## config.mk

```make
export PLATFORM = sky130hd
export DESIGN_NAME = ctag_geom
export DESIGN_NICKNAME = d
export VERILOG_FILES = /design/src/rtl/ctag_pkg.sv /design/src/rtl/ctag_geom.sv
export SDC_FILE = /design/constraint.sdc
export NUM_CORES = 2
export LEC_CHECK = 0
export CORE_UTILIZATION = 60
export DETAILED_ROUTE_END_ITERATION = 8
export DONT_BUFFER_PORTS = 1
export HOLD_SLACK_MARGIN = 0.05
export PLACE_DENSITY = 0.76
export SLEW_MARGIN = 20
export SYNTH_ARGS = -nofsm -noshare
export SYNTH_HDL_FRONTEND = slang
export SYNTH_SLANG_ARGS = --single-unit
```

## constraint.sdc

```tcl
create_clock -name clk -period 15.8 [get_ports clk]
set_input_delay 1.58 -clock clk [delete_from_list [all_inputs] [get_ports clk]]
set_output_delay 1.58 -clock clk [all_outputs]
set_load 0.01 [all_outputs]
```

## src/rtl/ctag_pkg.sv

```systemverilog
package ctag_pkg;

    // Geometry limits and field widths.
    localparam int MAX_DIMS = 4;
    localparam int EXT_REGS = 4;
    localparam int LANES    = (MAX_DIMS < EXT_REGS) ? MAX_DIMS : EXT_REGS;
    localparam int LANE_W   = (LANES > 1) ? $clog2(LANES) : 1;
    localparam int EXT_IDX_W = $clog2(EXT_REGS);

    localparam int DIMC_W = 3;
    localparam int SIDE_W = 8;
    localparam int EXT_W  = 16;
    localparam int OFS_W  = 31;
    localparam int RUN_W  = 16;
    localparam int STAT_W = 2;

    // Configuration port geometry.
    localparam int ADDR_W = 5;
    localparam int APB_W  = 32;

    // Stream payload widths.
    localparam int S_DATA_W = 8;
    localparam int M_DATA_W = 80;
    localparam int M_USER_W = 2;

    // Register map, by word index.
    typedef enum logic [2:0] {
        REG_DIM_COUNT   = 3'd0,
        REG_CELL_SIDE   = 3'd1,
        REG_TYPE_SIZE   = 3'd2,
        REG_EXTENT_0    = 3'd3,
        REG_EXTENT_1    = 3'd4,
        REG_EXTENT_2    = 3'd5,
        REG_EXTENT_3    = 3'd6,
        REG_BLOCK_BYTES = 3'd7
    } reg_idx_t;

    // Result status codes.
    typedef enum logic [STAT_W-1:0] {
        ST_OK           = 2'd0,
        ST_BAD_GEOM     = 2'd1,
        ST_LEN_MISMATCH = 2'd2,
        ST_TOO_SMALL    = 2'd3
    } status_t;

    // Register contents seen by the geometry unit.
    typedef struct packed {
        logic [DIMC_W-1:0]                 dim_count;
        logic [SIDE_W-1:0]                 cell_side;
        logic [SIDE_W-1:0]                 type_size;
        logic [EXT_REGS-1:0][EXT_W-1:0]    extent;
        logic [OFS_W-1:0]                  block_bytes;
    } cfg_t;

    // Per-lane constants of the walk. Lane 0 is the fastest dimension.
    typedef struct packed {
        status_t                           status;
        logic [LANES-1:0][EXT_W-1:0]       cells_m1;
        logic [LANES-1:0][SIDE_W-1:0]      edge_m1;
        logic [SIDE_W-1:0]                 side_m1;
        logic [LANES-1:0][OFS_W-1:0]       stride;
        logic [LANES-1:0][OFS_W-1:0]       cell_stride;
        logic [RUN_W-1:0]                  run_full;
        logic [RUN_W-1:0]                  run_edge;
    } geom_t;

endpackage

```

## src/rtl/ctag_geom.sv

```systemverilog
// Geometry unit: checks the registers and derives the per-lane walk constants.
// It restarts after reset and after every register write, and runs a load
// step, EXT_W division steps and a finishing step.
module ctag_geom
    import ctag_pkg::*;
(
    input  logic  clk,
    input  logic  rst_n,
    input  logic  load,
    input  cfg_t  cfg,
    output logic  busy,
    output geom_t geom
);

    localparam int STEP_W = $clog2(EXT_W);
    localparam int PROD_W = OFS_W + EXT_W;
    localparam int CSTR_W = OFS_W + SIDE_W;
    localparam int CUBE_W = SIDE_W * (LANES + 1);

    typedef enum logic [3:0] {
        G_LOAD = 4'b0001,
        G_RUN  = 4'b0010,
        G_FIN  = 4'b0100,
        G_DONE = 4'b1000
    } gstate_t;

    gstate_t                      state_reg, state_next;
    logic [STEP_W-1:0]            step_reg, step_next;
    status_t                      status_reg, status_next;
    logic [PROD_W-1:0]            prod_reg, prod_next;
    logic [CUBE_W-1:0]            cube_reg, cube_next;
    logic [OFS_W-1:0]             cur_s_reg, cur_s_next;
    logic [LANES-1:0][EXT_W-1:0]  dvd_reg, dvd_next;
    logic [LANES-1:0][SIDE_W-1:0] prem_reg, prem_next;
    logic [LANES-1:0][OFS_W-1:0]  stride_reg, stride_next;
    logic [LANES-1:0][OFS_W-1:0]  cstride_reg, cstride_next;
    logic [LANES-1:0][EXT_W-1:0]  cells_m1_reg, cells_m1_next;
    logic [LANES-1:0][SIDE_W-1:0] edge_m1_reg, edge_m1_next;
    logic [RUN_W-1:0]             run_full_reg, run_full_next;
    logic [RUN_W-1:0]             run_edge_reg, run_edge_next;

    logic [LANES-1:0][EXT_W-1:0]  lane_ext;
    logic [STEP_W-1:0]            n_step;
    logic [EXT_W-1:0]             step_ext;
    logic [LANE_W-1:0]            lane_sel;

    // Extent of each lane, fastest dimension first; unused lanes count one.
    always_comb
    begin
        for (int r = 0; r < LANES; r++)
        begin
            if (r < int'(cfg.dim_count))
                lane_ext[r] = cfg.extent[EXT_IDX_W'(int'(cfg.dim_count) - 1 - r)];
            else
                lane_ext[r] = EXT_W'(1);
        end
    end

    assign n_step   = STEP_W'(cfg.dim_count);
    assign step_ext = cfg.extent[step_reg[EXT_IDX_W-1:0]];
    assign lane_sel = step_reg[LANE_W-1:0];

    // Sequencer: checks, strides and divisions share the step counter.
    always_comb
    begin
        logic [SIDE_W:0]  trial;
        logic             nz;
        logic [SIDE_W-1:0] last_w;

        state_next    = state_reg;
        step_next     = step_reg;
        status_next   = status_reg;
        prod_next     = prod_reg;
        cube_next     = cube_reg;
        cur_s_next    = cur_s_reg;
        dvd_next      = dvd_reg;
        prem_next     = prem_reg;
        stride_next   = stride_reg;
        cstride_next  = cstride_reg;
        cells_m1_next = cells_m1_reg;
        edge_m1_next  = edge_m1_reg;
        run_full_next = run_full_reg;
        run_edge_next = run_edge_reg;
        trial         = '0;
        nz            = 1'b0;
        last_w        = '0;

        unique case (state_reg)
            G_LOAD:
            begin
                if (cfg.dim_count == '0 || int'(cfg.dim_count) > LANES ||
                    cfg.cell_side == '0 || cfg.type_size == '0)
                    status_next = ST_BAD_GEOM;
                else
                    status_next = ST_OK;
                prod_next  = PROD_W'(cfg.type_size);
                cube_next  = CUBE_W'(cfg.type_size);
                cur_s_next = OFS_W'(cfg.type_size);
                for (int r = 0; r < LANES; r++)
                begin
                    dvd_next[r]  = lane_ext[r];
                    prem_next[r] = '0;
                end
                step_next  = '0;
                state_next = G_RUN;
            end
            G_RUN:
            begin
                // One restoring division step per lane: extent by cell side.
                for (int r = 0; r < LANES; r++)
                begin
                    trial = {prem_reg[r], dvd_reg[r][EXT_W-1]};
                    if (trial >= {1'b0, cfg.cell_side})
                    begin
                        prem_next[r] = SIDE_W'(trial - {1'b0, cfg.cell_side});
                        dvd_next[r]  = {dvd_reg[r][EXT_W-2:0], 1'b1};
                    end
                    else
                    begin
                        prem_next[r] = trial[SIDE_W-1:0];
                        dvd_next[r]  = {dvd_reg[r][EXT_W-2:0], 1'b0};
                    end
                end

                // Length checks, slowest dimension first; the first error sticks.
                if (status_reg == ST_OK)
                begin
                    priority if (step_reg != '0 && step_reg <= n_step &&
                                 prod_reg > PROD_W'(cfg.block_bytes))
                        status_next = ST_LEN_MISMATCH;
                    else if (step_reg < n_step && step_ext == '0)
                        status_next = ST_BAD_GEOM;
                    else if (step_reg == STEP_W'(LANES + 1) &&
                             prod_reg != PROD_W'(cfg.block_bytes))
                        status_next = ST_LEN_MISMATCH;
                    else if (step_reg == STEP_W'(LANES + 1) &&
                             CUBE_W'(cfg.block_bytes) < cube_reg)
                        status_next = ST_TOO_SMALL;
                    else
                        status_next = status_reg;

                    if (step_reg < n_step)
                    begin
                        prod_next = PROD_W'(prod_reg[OFS_W-1:0]) * PROD_W'(step_ext);
                        cube_next = CUBE_W'(cube_reg[CUBE_W-SIDE_W-1:0]) *
                                    CUBE_W'(cfg.cell_side);
                    end
                end

                // Byte strides per lane and their cell-sized multiples.
                if (step_reg < STEP_W'(LANES))
                begin
                    stride_next[lane_sel]  = cur_s_reg;
                    cstride_next[lane_sel] = OFS_W'(CSTR_W'(cur_s_reg) *
                                                    CSTR_W'(cfg.cell_side));
                    cur_s_next = OFS_W'(PROD_W'(cur_s_reg) * PROD_W'(lane_ext[lane_sel]));
                end

                step_next = step_reg + 1'b1;
                if (step_reg == STEP_W'(EXT_W - 1))
                    state_next = G_FIN;
            end
            G_FIN:
            begin
                for (int r = 0; r < LANES; r++)
                begin
                    nz = (prem_reg[r] != '0);
                    cells_m1_next[r] = nz ? dvd_reg[r] : dvd_reg[r] - 1'b1;
                    edge_m1_next[r]  = nz ? prem_reg[r] - 1'b1 : cfg.cell_side - 1'b1;
                end
                last_w        = (prem_reg[0] != '0) ? prem_reg[0] : cfg.cell_side;
                run_full_next = RUN_W'(cfg.cell_side) * RUN_W'(cfg.type_size);
                run_edge_next = RUN_W'(last_w) * RUN_W'(cfg.type_size);
                state_next    = G_DONE;
            end
            G_DONE:
            begin
                state_next = G_DONE;
            end
            default:
            begin
                state_next = G_LOAD;
            end
        endcase

        if (load)
            state_next = G_LOAD;
    end

    // Sequencer state.
    always_ff @(posedge clk or negedge rst_n)
    begin
        if (!rst_n)
            state_reg <= G_LOAD;
        else
            state_reg <= state_next;
    end

    // Working and result registers.
    always_ff @(posedge clk)
    begin
        step_reg     <= step_next;
        status_reg   <= status_next;
        prod_reg     <= prod_next;
        cube_reg     <= cube_next;
        cur_s_reg    <= cur_s_next;
        dvd_reg      <= dvd_next;
        prem_reg     <= prem_next;
        stride_reg   <= stride_next;
        cstride_reg  <= cstride_next;
        cells_m1_reg <= cells_m1_next;
        edge_m1_reg  <= edge_m1_next;
        run_full_reg <= run_full_next;
        run_edge_reg <= run_edge_next;
    end

    assign busy = (state_reg != G_DONE);

    always_comb
    begin
        geom.status      = status_reg;
        geom.cells_m1    = cells_m1_reg;
        geom.edge_m1     = edge_m1_reg;
        geom.side_m1     = cfg.cell_side - 1'b1;
        geom.stride      = stride_reg;
        geom.cell_stride = cstride_reg;
        geom.run_full    = run_full_reg;
        geom.run_edge    = run_edge_reg;
    end

endmodule

```

==> out/metrics.cfg <==
[outcome]
status=finished, final reports clean

[die]
die_area_um2=121000
die_w_um=347
initial_core_util_pct=60.5
ios=504
die_h_um=347
rows=126
coreArea_um2=118000

[setup_path]
r2r.worst_path.cells=22
path_buf_inv=6
r2r_setup_slack_ns=7.22
critPathLaunch=cfg[112]
cp-end-kind=flop
critPathKind=input port to flop
r2r-start=step_reg[0]$_SDFFCE_PN0P_
crit_path_frequent_cell=fa_1
worstPathRequired_ns=16.21
worst_setup_path_start_kind=input port
critPathMaxFanout=59
critPathArrivalTime_ns=9.65
crit_slowest_cell=or2_2
rr_endpoint=prod_reg[46]$_SDFFCE_PN0P_
worst-path-stages=27
path_delay_family=adder cells
crit_path_end=cur_s_reg[29]$_SDFFCE_PN0P_
slowest_delay_ns=0.62

[cells_and_area]
drive_above_1_share_pct=3.83
largest_reg_flops=344
fin_cells=8595
area.growth.synth_to_final_pct=4.97
final_nets=8686

[grt]
antenna_found_initial=8
grt_use_total_pct=33.2
grt_max_degree=94
overflow=0
grt_pass1_vias=53500
grt_pass1_wl_um=305000

[logic_synthesis]
synth.avg_cell_area_um2=9.97
syn_area_um2=71500
yosysWarningCount=0
ys_ff_latch=600
synth_ff_type=edfxtp_1
synthCells=7168
synth-seq-area-share_pct=25.2
synth_nets=8853
synthArstFlopShare_pct=0.667
synth_edf_count=596
synth.distinct_cells=83

[detailed_routing]
dr.pass1.iters=6
vias_per_cell=6.00
topRoutingLayerUsed=met5
routed-wl-met2_um=93900
antenna_left=0
drtIter0Drc=4213
num_vias=51500
route.detailed.drc=0
routed_wl_um=196000
routed-wl-met3_um=20700
wire_per_inst_um=22.8
wl_met1_um=68700

[clocking]
hold_buffers=0
cts_setup_buffers=0
cts-root-buf=clkbuf_16
cts_max_path_buffers=3
clock-sinks=600
cts-htree-levels=3
clock_latency_ns=0.68
numCtsBuffers=68
cts-resized-gates=0
path_clk_slew_ns=0.06
cts_tree=built

[min_path]
hp-class=flop to flop

[sta]
period_share_pct=58.5
min_period_ns=9.24
fmax_mhz=108
hold_viol=0
rsz0062_at_grt=false
tns_ns=0
slew-limit-headroom_pct=28.6
tightest_slew_ns=1.06
drv_slew=0
setup_violations=0
skew_ns=0.0234

[job]
maxCapViolations=0

[placed_design]
port_buffers=0
place.gp.congestion=0.962
dp_cells=8467
dp_hpwl_um=147000

logic make-up (layout without fill, tap and decap cells):
group | count (synthesis) | after routing | synth area share (%)
adder cells (fa/ha/maj) | 1568 | 1568 | 39.0
flip-flops | 600 | 600 | 25.2
buffers and inverters | 1590 | 1472 | 8.57
XOR/XNOR | 260 | 260 | 3.29
AND/OR/NAND/NOR | 2357 | 2357 | 15.2
AO/OA/AOI/OAI | 670 | 670 | 5.91
multiplexers | 123 | 123 | 2.90
other | 0 | 9 | 0
final cells by class:
class	count	area [um2]
clock inverter	37	472
multi-input combinational	4978	47500
antenna	9	22.5
sequential	600	18000
fill	9296	43000
timing repair buffer	74	556
tap	1536	1920
clock buffer	82	1800
inverter	1279	4810
how the worst min path moves through the flow:
stage,start,end,cells past startpoint
2_1_floorplan,cur_s_reg[20]$_SDFFCE_PN0P_,geom[176]$_DFFE_PP_,0
3_3_place_gp,state_reg[3]$_DFFE_PN0P_,state_reg[1]$_DFFE_PN0P_,1
3_5_place_dp,state_reg[3]$_DFFE_PN0P_,state_reg[1]$_DFFE_PN0P_,1
4_1_cts,state_reg[3]$_DFFE_PN0P_,state_reg[1]$_DFFE_PN0P_,1
5_1_grt,rst_n,state_reg[1]$_DFFE_PN0P_,0
6_report,state_reg[3]$_DFFE_PN0P_,state_reg[1]$_DFFE_PN0P_,1
placed cells by master (no fill, tap or decap), drive strengths merged, types with 8 or more instances in the layout:
cell type  count
a211o          8
a211oi        21
a21boi        25
a21o          94
a21oi        168
a31oi         22
and2         441
and3          16
buf           74
bufinv         9
clkbuf        82
clkinv        22
diode          9
edfxtp       596
fa          1100
ha           468
inv         1282
mux2          12
mux2i         49
mux4          62
nand2       1191
nand2b        44
nand3         51
nand3b        11
nand4         36
nor2         348
nor2b         67
nor3          59
nor4          31
o211ai         8
o21a          24
o21ai        190
o21bai        25
o22ai         23
or3           21
or4           12
xnor2        156
xor2         100
cell usage after synthesis (8+ instances only):
library cell	number	share of area (%)
a211o_1	8	0.098
a211oi_1	21	0.22
a21boi_0	25	0.26
a21o_1	94	0.99
a21oi_1	168	1.2
a31oi_1	22	0.19
and2_1	441	3.9
and3_1	16	0.14
clkbuf_1	284	1.5
edfxtp_1	596	25
fa_1	1100	31
ha_1	468	8.2
inv_1	1276	6.7
mux2_2	11	0.17
mux2i_1	49	0.69
mux4_1	13	0.48
mux4_2	49	1.5
nand2_1	1189	6.2
nand2b_1	44	0.39
nand3_1	51	0.36
nand3b_1	11	0.12
nand4_1	36	0.32
nor2_1	348	1.8
nor2b_1	67	0.59
nor3_1	59	0.41
nor4_1	31	0.27
o211ai_1	8	0.084
o21a_1	24	0.25
o21ai_0	183	1.3
o21bai_1	25	0.26
o22ai_1	22	0.19
or3_1	21	0.18
or4_1	12	0.13
xnor2_1	153	1.9
xor2_1	100	1.2
layer usage:
layer / GRT usage (%) / up-vias
li1: - / 22300
met1: 39.1 / 25800
met2: 54.6 / 2716
met3: 9.58 / 689
met4: 18.6 / 6
met5: 0 / -
through the flow:
| step | area [um2] | setup WS (ns) | hold WS, ns | utilization [%] |
|---|---|---|---|---|
| final | 75000 | 6.56 | 0.555 | 63.6 |
| after global routing | 75000 | 6.10 | 0.570 | 63.5 |
| after CTS | 75000 | 6.63 | 0.551 | 63.5 |
| after detailed placement | 72700 | 5.95 | 0.540 | 61.6 |
| after global placement | 72700 | 6.11 | 0.533 | 61.6 |
| after floorplan | 71500 | 6.01 | 0.480 | - |
Power is left out: the tool's default activity adds up to more than one toggle a clock period on the data nets, which glitch-free logic cannot reach.
